<file path="config.mk">
export PLATFORM = sky130hd
export DESIGN_NAME = calibration_table_interpolator_core
export DESIGN_NICKNAME = d
export VERILOG_FILES = /design/src/rtl/cti_pkg.sv /design/src/rtl/calibration_table_interpolator_core.sv
export SDC_FILE = /design/constraint.sdc
export NUM_CORES = 2
export LEC_CHECK = 0
export ABC_AREA = 1
export BUFFER_PORTS_ARGS = -buffer_cell sky130_fd_sc_hd__buf_2
export CAP_MARGIN = 20
export CORE_MARGIN = 1
export CORE_UTILIZATION = 55
export CTS_BUF_LIST = sky130_fd_sc_hd__clkbuf_4 sky130_fd_sc_hd__clkbuf_8
export DETAILED_ROUTE_END_ITERATION = 6
export PLACE_DENSITY = 0.71
export RECOVER_POWER = 50
export SKIP_CTS_REPAIR_TIMING = 1
export SLEW_MARGIN = 20
export SYNTH_ARGS = -nofsm -noshare
export SYNTH_HDL_FRONTEND = slang
export SYNTH_SLANG_ARGS = --single-unit
</file>
<file path="constraint.sdc">
create_clock -name clk -period 18.1 [get_ports clk]
set_input_delay 0.905 -clock clk [delete_from_list [all_inputs] [get_ports clk]]
set_output_delay 0.905 -clock clk [all_outputs]
set_load 0.02 [all_outputs]
</file>
<file path="src/rtl/cti_pkg.sv">
package cti_pkg;

  localparam int VOLT_W   = 16;
  localparam int CODE_W   = 16;
  localparam int COUNT_W  = 5;
  localparam int INDEX_W  = 4;
  localparam int DIFF_W   = VOLT_W + 1;
  localparam int PROD_W   = 2 * DIFF_W;
  localparam int QUO_W    = 16;
  localparam int DIV_CNT_W = $clog2(QUO_W);

  localparam logic [CODE_W-1:0] CODE_MAX = 16'hFFFF;

  localparam logic MODE_WRITE   = 1'b0;
  localparam logic MODE_CONVERT = 1'b1;

  typedef enum logic [6:0] {
    ST_IDLE = 7'b0000001,
    ST_SCAN = 7'b0000010,
    ST_EVAL = 7'b0000100,
    ST_MUL  = 7'b0001000,
    ST_PREP = 7'b0010000,
    ST_DIV  = 7'b0100000,
    ST_FIN  = 7'b1000000
  } state_t;

endpackage

</file>
<file path="src/rtl/calibration_table_interpolator_core.sv">
// Calibration point table with piecewise-linear voltage to DAC code conversion. A write
// transaction (mode 0) stores one point and never raises busy. A convert
// transaction (mode 1) holds busy while the points in use (n, from entry_count) are read
// one per cycle from the single-port table. done pulses once the scan and evaluation end
// for an exact match or a clamped result; when interpolation is needed, one multiply and
// a 16-step restoring divider come between evaluation and done. dac_code is valid only in
// the cycle done is high; the receiver cannot stall, so it must take the result then.
module calibration_table_interpolator_core
  import cti_pkg::*;
#(
  parameter int TABLE_DEPTH = 16
) (
  input  logic                     clk,
  input  logic                     rst,
  input  logic                     start,
  output logic                     busy,
  input  logic                     mode,
  input  logic [INDEX_W-1:0]       entry_index,
  input  logic signed [VOLT_W-1:0] entry_voltage,
  input  logic [CODE_W-1:0]        entry_code,
  input  logic signed [VOLT_W-1:0] voltage_in,
  output logic [CODE_W-1:0]        dac_code,
  output logic                     done,
  input  logic                     cfg_wr_en,
  input  logic [COUNT_W-1:0]       cfg_wr_data
);

  localparam int IDX_W = $clog2(TABLE_DEPTH);
  localparam int CNT_W = $clog2(TABLE_DEPTH + 1);

  state_t state;

  logic [COUNT_W-1:0]       entry_count;
  logic [CNT_W-1:0]         n_used;
  logic [CNT_W-1:0]         iss_cnt;
  logic                     issue;
  logic                     wr_en;
  logic [IDX_W-1:0]         wr_addr;

  logic [VOLT_W+CODE_W-1:0] table_mem [TABLE_DEPTH];
  logic [VOLT_W+CODE_W-1:0] rd_data;
  logic                     rd_vld;
  logic [IDX_W-1:0]         rd_idx;
  logic signed [VOLT_W-1:0] pv;
  logic [CODE_W-1:0]        pc;

  logic signed [VOLT_W-1:0] vin;
  logic                     match;
  logic [CODE_W-1:0]        match_c;
  logic                     found_hi;
  logic [IDX_W-1:0]         lo_idx;
  logic [IDX_W-1:0]         hi_idx;
  logic signed [VOLT_W-1:0] lo_v;
  logic signed [VOLT_W-1:0] hi_v;
  logic [CODE_W-1:0]        lo_c;
  logic [CODE_W-1:0]        hi_c;

  logic signed [DIFF_W-1:0] den_w;
  logic signed [DIFF_W-1:0] dc_w;
  logic signed [DIFF_W-1:0] dv_w;
  logic signed [DIFF_W-1:0] dc;
  logic signed [DIFF_W-1:0] dv;
  logic [DIFF_W-1:0]        den;
  logic signed [PROD_W-1:0] prod;
  logic [PROD_W-1:0]        mag_w;
  logic                     neg;
  logic [DIFF_W-1:0]        rem;
  logic [QUO_W-1:0]         quo;
  logic [DIV_CNT_W-1:0]     div_cnt;
  logic [DIFF_W:0]          trial_w;
  logic                     ge_w;
  logic [DIFF_W:0]          q_mag_w;
  logic signed [DIFF_W:0]   q_s_w;
  logic signed [DIFF_W:0]   sum_s_w;
  logic [CODE_W-1:0]        result_w;

  assign busy = (state != ST_IDLE);

  // Points in use: a count of zero acts as one, and the count saturates at the depth.
  always_comb begin
    if (entry_count == '0) begin
      n_used = CNT_W'(1);
    end else if (32'(entry_count) > TABLE_DEPTH) begin
      n_used = CNT_W'(TABLE_DEPTH);
    end else begin
      n_used = CNT_W'(entry_count);
    end
  end

  assign wr_en   = start && !busy && (mode == MODE_WRITE) && (32'(entry_index) < TABLE_DEPTH);
  assign wr_addr = IDX_W'(entry_index);
  assign issue   = (state == ST_SCAN) && (iss_cnt < n_used);

  always_ff @(posedge clk) begin
    if (wr_en) begin
      table_mem[wr_addr] <= {entry_voltage, entry_code};
    end
    if (issue) begin
      rd_data <= table_mem[iss_cnt[IDX_W-1:0]];
    end
  end

  assign pv = $signed(rd_data[VOLT_W+CODE_W-1:CODE_W]);
  assign pc = rd_data[CODE_W-1:0];

  assign den_w = $signed({hi_v[VOLT_W-1], hi_v}) - $signed({lo_v[VOLT_W-1], lo_v});
  assign dc_w  = $signed({1'b0, hi_c}) - $signed({1'b0, lo_c});
  assign dv_w  = $signed({vin[VOLT_W-1], vin}) - $signed({lo_v[VOLT_W-1], lo_v});

  assign mag_w   = prod[PROD_W-1] ? (~prod + 1'b1) : prod;
  assign trial_w = {rem, quo[QUO_W-1]};
  assign ge_w    = (trial_w >= {1'b0, den});

  // Floor division: a negative quotient with a remainder rounds one further down.
  always_comb begin
    q_mag_w = {2'b00, quo} + {{DIFF_W{1'b0}}, (neg && (rem != '0))};
    q_s_w   = neg ? -$signed(q_mag_w) : $signed(q_mag_w);
    sum_s_w = $signed({2'b00, lo_c}) + q_s_w;
    if (sum_s_w[DIFF_W]) begin
      result_w = '0;
    end else if (sum_s_w[DIFF_W-1]) begin
      result_w = CODE_MAX;
    end else begin
      result_w = sum_s_w[CODE_W-1:0];
    end
  end

  always_ff @(posedge clk) begin
    if (rst) begin
      state       <= ST_IDLE;
      entry_count <= COUNT_W'(1);
      done        <= 1'b0;
      rd_vld      <= 1'b0;
      iss_cnt     <= '0;
      match       <= 1'b0;
      found_hi    <= 1'b0;
      div_cnt     <= '0;
    end else begin
      done   <= 1'b0;
      rd_vld <= issue;
      if (cfg_wr_en) begin
        entry_count <= cfg_wr_data;
      end
      if (issue) begin
        rd_idx  <= iss_cnt[IDX_W-1:0];
        iss_cnt <= iss_cnt + 1'b1;
      end

      case (state)
        ST_IDLE: begin
          if (start && (mode == MODE_CONVERT)) begin
            vin      <= voltage_in;
            iss_cnt  <= '0;
            match    <= 1'b0;
            found_hi <= 1'b0;
            state    <= ST_SCAN;
          end
        end
        ST_SCAN: begin
          // One pass finds the first exact match and, up to the first higher point,
          // the lower and higher bracketing points.
          if (rd_vld) begin
            if (!match && (pv == vin)) begin
              match   <= 1'b1;
              match_c <= pc;
            end
            if (!found_hi) begin
              if ((rd_idx == '0) || ((pv <= vin) && (pv >= lo_v))) begin
                lo_v   <= pv;
                lo_c   <= pc;
                lo_idx <= rd_idx;
              end
              if (pv > vin) begin
                found_hi <= 1'b1;
                hi_idx   <= rd_idx;
                hi_v     <= pv;
                hi_c     <= pc;
              end
            end
          end else if (!issue) begin
            state <= ST_EVAL;
          end
        end
        ST_EVAL: begin
          if (match) begin
            dac_code <= match_c;
            done     <= 1'b1;
            state    <= ST_IDLE;
          end else if (!found_hi || (hi_idx == lo_idx) || den_w[DIFF_W-1] || (den_w == '0)) begin
            dac_code <= lo_c;
            done     <= 1'b1;
            state    <= ST_IDLE;
          end else begin
            dc    <= dc_w;
            dv    <= dv_w;
            den   <= den_w;
            state <= ST_MUL;
          end
        end
        ST_MUL: begin
          prod  <= dc * dv;
          state <= ST_PREP;
        end
        ST_PREP: begin
          // The product magnitude is below 2^16 times the divisor, so the upper bits
          // already form a partial remainder smaller than the divisor.
          neg     <= prod[PROD_W-1];
          rem     <= mag_w[DIFF_W+QUO_W-1:QUO_W];
          quo     <= mag_w[QUO_W-1:0];
          div_cnt <= '0;
          state   <= ST_DIV;
        end
        ST_DIV: begin
          rem     <= ge_w ? DIFF_W'(trial_w - {1'b0, den}) : trial_w[DIFF_W-1:0];
          quo     <= {quo[QUO_W-2:0], ge_w};
          div_cnt <= div_cnt + 1'b1;
          if (div_cnt == DIV_CNT_W'(QUO_W - 1)) begin
            state <= ST_FIN;
          end
        end
        ST_FIN: begin
          dac_code <= result_w;
          done     <= 1'b1;
          state    <= ST_IDLE;
        end
        default: begin
          state <= ST_IDLE;
        end
      endcase
    end
  end

endmodule
</file>
# Word-level counts from Yosys, hierarchy flattened
# Memories as Yosys holds them, arrays and structs flattened. A register that Yosys moved wholly into a read port is not among the register bits.
# Index checks and enable logic that the tools add are counted.
# totals
register_bits	268
ramBits	512
input_bits	62
out_inout_bits	18
memories	1
# mem_list
name	words	width	read_ports	rd_clocked_by_memory_dff	write_ports	line	text
table_mem	16	32	1	1	1	calibration_table_interpolator_core.sv:40	logic [VOLT_W+CODE_W-1:0] table_mem [TABLE_DEPTH];
# classes
n_addsub	10
multipliers	1
n_lt_le_gt_ge	6
eq_ne	18
muxes	36
bitwise	6
n_reduce_logical	34
# op_table
cell	count
16-bit two-way mux	4
16-bit one-hot mux with 2 select lines	2
16-bit by 16-bit subtractor with 17-bit output	3
7-bit one-hot mux with 6 select lines	1
17-bit by 17-bit multiplier with 34-bit output	1
17-bit one-hot mux with 2 select lines	1
33-bit by 1-bit adder with 33-bit output (second input constant)	1
33-bit two-way mux	1
33-bit inverter	1
7-bit two-way mux	4
5-bit two-way mux	5
17-bit by 18-bit adder with 18-bit output	1
18-bit by 17-bit greater-or-equal comparator with 1-bit output	1
18-bit two-way mux	1
17-bit negator with 18-bit output	1
16-bit by 1-bit adder with 17-bit output	1
17-bit logical NOT	1
17-bit two-way mux	1
17-bit nonzero test	1
17-bit subtractor	1
16-bit == test	1
16-bit greater-or-equal comparator	1
16-bit greater-than comparator	1
16-bit less-or-equal comparator	1
32 further kinds	74

# Logic depth before layout (Yosys ltp)
# depth
depth_word	9
ltp_mapped	33
depth_no_buf	31

# Worst setup path after synthesis
# OpenSTA, ideal clock, no wires.
# synth_path
kind	reg-to-reg
from	reg dc[16]
to	reg prod[32] (data pin)
setup_time_ps	276
arrival_ps	5734
t_required_ps	17824
slack_ps	12090
stages_incl_launch_ff	23
path_buffers	2
period_less_slack_ps	6010
path_cell_list	edfxtp_1 clkbuf_1 clkbuf_1 nand2_1 inv_1 fa_1 fa_1 fa_1 fa_1 fa_1 inv_1 fa_1 inv_1 ha_1 nand2_1 nor4_1 nand3_1 nand3_1 nand3_1 nand2_1 nand2_1 o311ai_0 xor2_1
# synth_between
elab_chain_len	1
# synth_rtl
element	line	text
from (decl)	calibration_table_interpolator_core.sv:61	logic signed [DIFF_W-1:0] dc;
from (signal assigned)	calibration_table_interpolator_core.sv:194	dc <= dc_w;
17-bit by 17-bit multiplier with 34-bit output	calibration_table_interpolator_core.sv:201	prod <= dc * dv;
to (signal assigned)	calibration_table_interpolator_core.sv:201	
to (decl)	calibration_table_interpolator_core.sv:64	logic signed [PROD_W-1:0] prod;
# Every way passes these cells.
# A chain may end at the register's enable or synchronous reset.

# Worst setup path after layout
# layout_path
from	reg iss_cnt[0]
to	reg iss_cnt[0]
# layout_between
elab_chain_len	5
# layout_rtl
element	line	text
from (decl)	calibration_table_interpolator_core.sv:35	logic [CNT_W-1:0] iss_cnt;
from (signal assigned)	calibration_table_interpolator_core.sv:146	iss_cnt <= iss_cnt + 1'b1;
5-bit < comparator *	calibration_table_interpolator_core.sv:92	assign issue = (state == ST_SCAN) && (iss_cnt < n_used);
1-bit logical AND *	calibration_table_interpolator_core.sv:92	
via issue	calibration_table_interpolator_core.sv:36	logic issue;
5-bit two-way mux *	calibration_table_interpolator_core.sv:144	if (issue) begin
5-bit two-way mux	calibration_table_interpolator_core.sv:151	if (start && (mode == MODE_CONVERT)) begin
5-bit two-way mux *	calibration_table_interpolator_core.sv:149	case (state)
# The timed path passes the listed nets; every way through them passes the cells marked *.

==> impl_metrics.env <==
export IMPL_drive_gt1_share_pct=7.02
export IMPL_relSlewSlack_pct=-154
export IMPL_synth_distinct_cells=54
export IMPL_hpwl_mm=81.3
export IMPL_start_util_pct=55.6
export IMPL_period_share_pct=56.3
export IMPL_htree_levels=4
export IMPL_rsz0062_at_grt="no"
export IMPL_avgSynthCellArea_um2=10.4
export IMPL_ys_seq_elements=812
export IMPL_hold_path_class="primary input to flop"
export IMPL_grt_pass1_vias=33269
export IMPL_mostFrequentLayoutCells="edfxtp_1 (787), nand2_1 (758), inv_1 (755), nor2_1 (441), fa_1 (301)"
export IMPL_cts_tree="done"
export IMPL_clock_sinks=812
export IMPL_antenna_found_initial=7
export IMPL_pin_count=80
export IMPL_ant_nets=0
export IMPL_synth_cells=4630
export IMPL_io_buffers=79
export IMPL_violations="capacitance limit, slew limit"
export IMPL_critical_path_required_ps=18760
export IMPL_ys_warn_count=0
export IMPL_clk_pin_slew_ps=60
export IMPL_wl_per_cell_um=19.8
export IMPL_finalSetupViolCount=0
export IMPL_synth_flop_cell="edfxtp_1"
export IMPL_synth_area_leaders="edfxtp_1 (49%), fa_1 (12%), nand2_1 (5.9%), inv_1 (5.9%), ha_1 (5.4%)"
export IMPL_vias=33086
export IMPL_final_common_cell="edfxtp_1"
export IMPL_power_density_nw_per_um2=74.2
export IMPL_core_area_um2=86900
export IMPL_clkLatencyLatePin_ps=810
export IMPL_async_reset_ff_share_pct=0
export IMPL_die_area_um2=89100
export IMPL_drt_iter0_markers=2839
export IMPL_synth_edf_count=787
export IMPL_grt_max_degree=124
export IMPL_maxCapViolCount=7
export IMPL_num_nets_final=5265
export IMPL_place_ws_ps=11460
export IMPL_critical_path_peak_fanout=123
export IMPL_fin_setup_tns_ps=0
export IMPL_critPathKind="flop to flop"
export IMPL_outcome="complete, but fails checks"
export IMPL_cts_buffers=136
export IMPL_final_util_pct=60.3
export IMPL_syn_area_um2=48300
export IMPL_dr_pass1_iters=6
export IMPL_finalHoldViolCount=0
export IMPL_startpoint_type="flop"
export IMPL_place_congestion=0.953
export IMPL_die_x_um=298
export IMPL_power_leakage_nw=21.8
export IMPL_yosys_area_top_type_share_pct=48.9
export IMPL_ys_seq_area_share_pct=49.9
export IMPL_cp_end_kind="flop"
export IMPL_max_freq_ghz=0.0981
export IMPL_via_per_inst=5.56
export IMPL_gr_usage_all_layers_pct=27.1
export IMPL_grt_pass1_wl_mm=185
export IMPL_fp_row_count=108
export IMPL_wirelength_mm=118
export IMPL_layout_min_cycle_time_ps=10190
export IMPL_critical_path_arrival_ps=10850
export IMPL_ir_drop_v=0.0000661
export IMPL_route_detailed_drc=0
export IMPL_fin_ws_ps=7910
export IMPL_root_buffer="clkbuf_8"
export IMPL_finClkSkew_ps=57.3
export IMPL_worstMarginPinSlew_ps=3800
export IMPL_slew_violations=454
export IMPL_synth_nets=5201
export IMPL_synth_top_area_cell="edfxtp_1"
export IMPL_area_growth_pct=8.38
export IMPL_clock_path_buffers=3
export IMPL_grt_remaining_overflow=0
export IMPL_fp_dieH_um=298
metal layers:
layer  track usage [%]  vias to the layer above  wire [µm]
met5                 0                        -         82
met4              13.4                       10       5880
met3              4.60                      266       7630
met2              44.8                     1106      56700
met1              34.7                    16131      47500
li1                  -                    15573          -
power breakdown:
group / total [mW] / switching [mW] / leakage (nW) / internal, mW
logic: 0.194 / 0.133 / 13.2 / 0.0603
registers: 2.10 / 0.0182 / 7.29 / 2.08
clock network: 1.59 / 0.732 / 1.37 / 0.860
flip-flops by register name, indices dropped and copies added, names as in the netlist, 17 cells and up:
signal     cells
table_mem    512
prod          34
rd_data       32
dc            17
den           17
dv            17
rem           17
cells in the mapped netlist (14+ instances only):
cell and instances:
mux2i_1 53, o211ai_1 14, clkbuf_1 172, nand2_1 758, nand3_2 14, nand4_1 33
o21ai_0 255, xnor2_1 45, fa_1 301, o32ai_1 75, nor2_1 460, ha_1 208
xor2_1 91, nor3_1 33, a21oi_1 154, edfxtp_1 787, nand3_1 198, dfxtp_1 25
inv_1 755, o221ai_1 53
worst paths after layout:
check	start	endpoint	slack, ps	depth (start not counted)
min reg2reg	div_cnt[3]	div_cnt[3]	460	2
max	iss_cnt[0]	iss_cnt[0]	7910	11
min	voltage_in[10]	vin[10]	280	1
max reg2reg	iss_cnt[0]	iss_cnt[0]	7910	11
per-stage QoR:
step	power [mW]	instance area (µm²)	hold WS, ps	cells
floorplan	2.25	48300	431	4630
global placement	2.32	49900	444	5711
detailed placement	2.33	49900	458	5711
CTS	3.92	52500	206	5943
global route	4.02	52400	230	5944
finish	3.89	52400	275	5946
worst max-delay path: stages (launching register included):
cell        delay [ps]
dfxtp_1           2570
clkinvlp_2        4850
nand3_1            990
a21oi_1            130
o21ai_0            180
a21o_1             130
nand2_1             50
nand3_1            240
inv_1              340
buf_4              330
o21ai_0            170
nor2_1              60
cell families (layout without fill, tap and decap cells):
family,count (synthesis),count (layout),share of synthesized area (%)
DFF,812,812,49.9
AOI/OAI and AO/OA,618,618,7.81
adders and majority gates,509,509,17.8
muxes,53,53,1.10
other,0,3,0
and+or+nand+nor,1551,1551,13.4
xor gates and xnor gates,136,136,2.46
buffers and inverters,951,1109,7.48
final cells by class:
type | count | area, µm²
antenna | 3 | 7.51
clock buffer | 180 | 2230
clock inverter | 52 | 394
fill | 7151 | 34500
inverter | 760 | 2850
multi-input combinational | 2867 | 20700
sequential | 812 | 24100
tap | 1155 | 1450
timing repair buffer | 117 | 582
No activity file was read; power rests on OpenSTA's default activity.
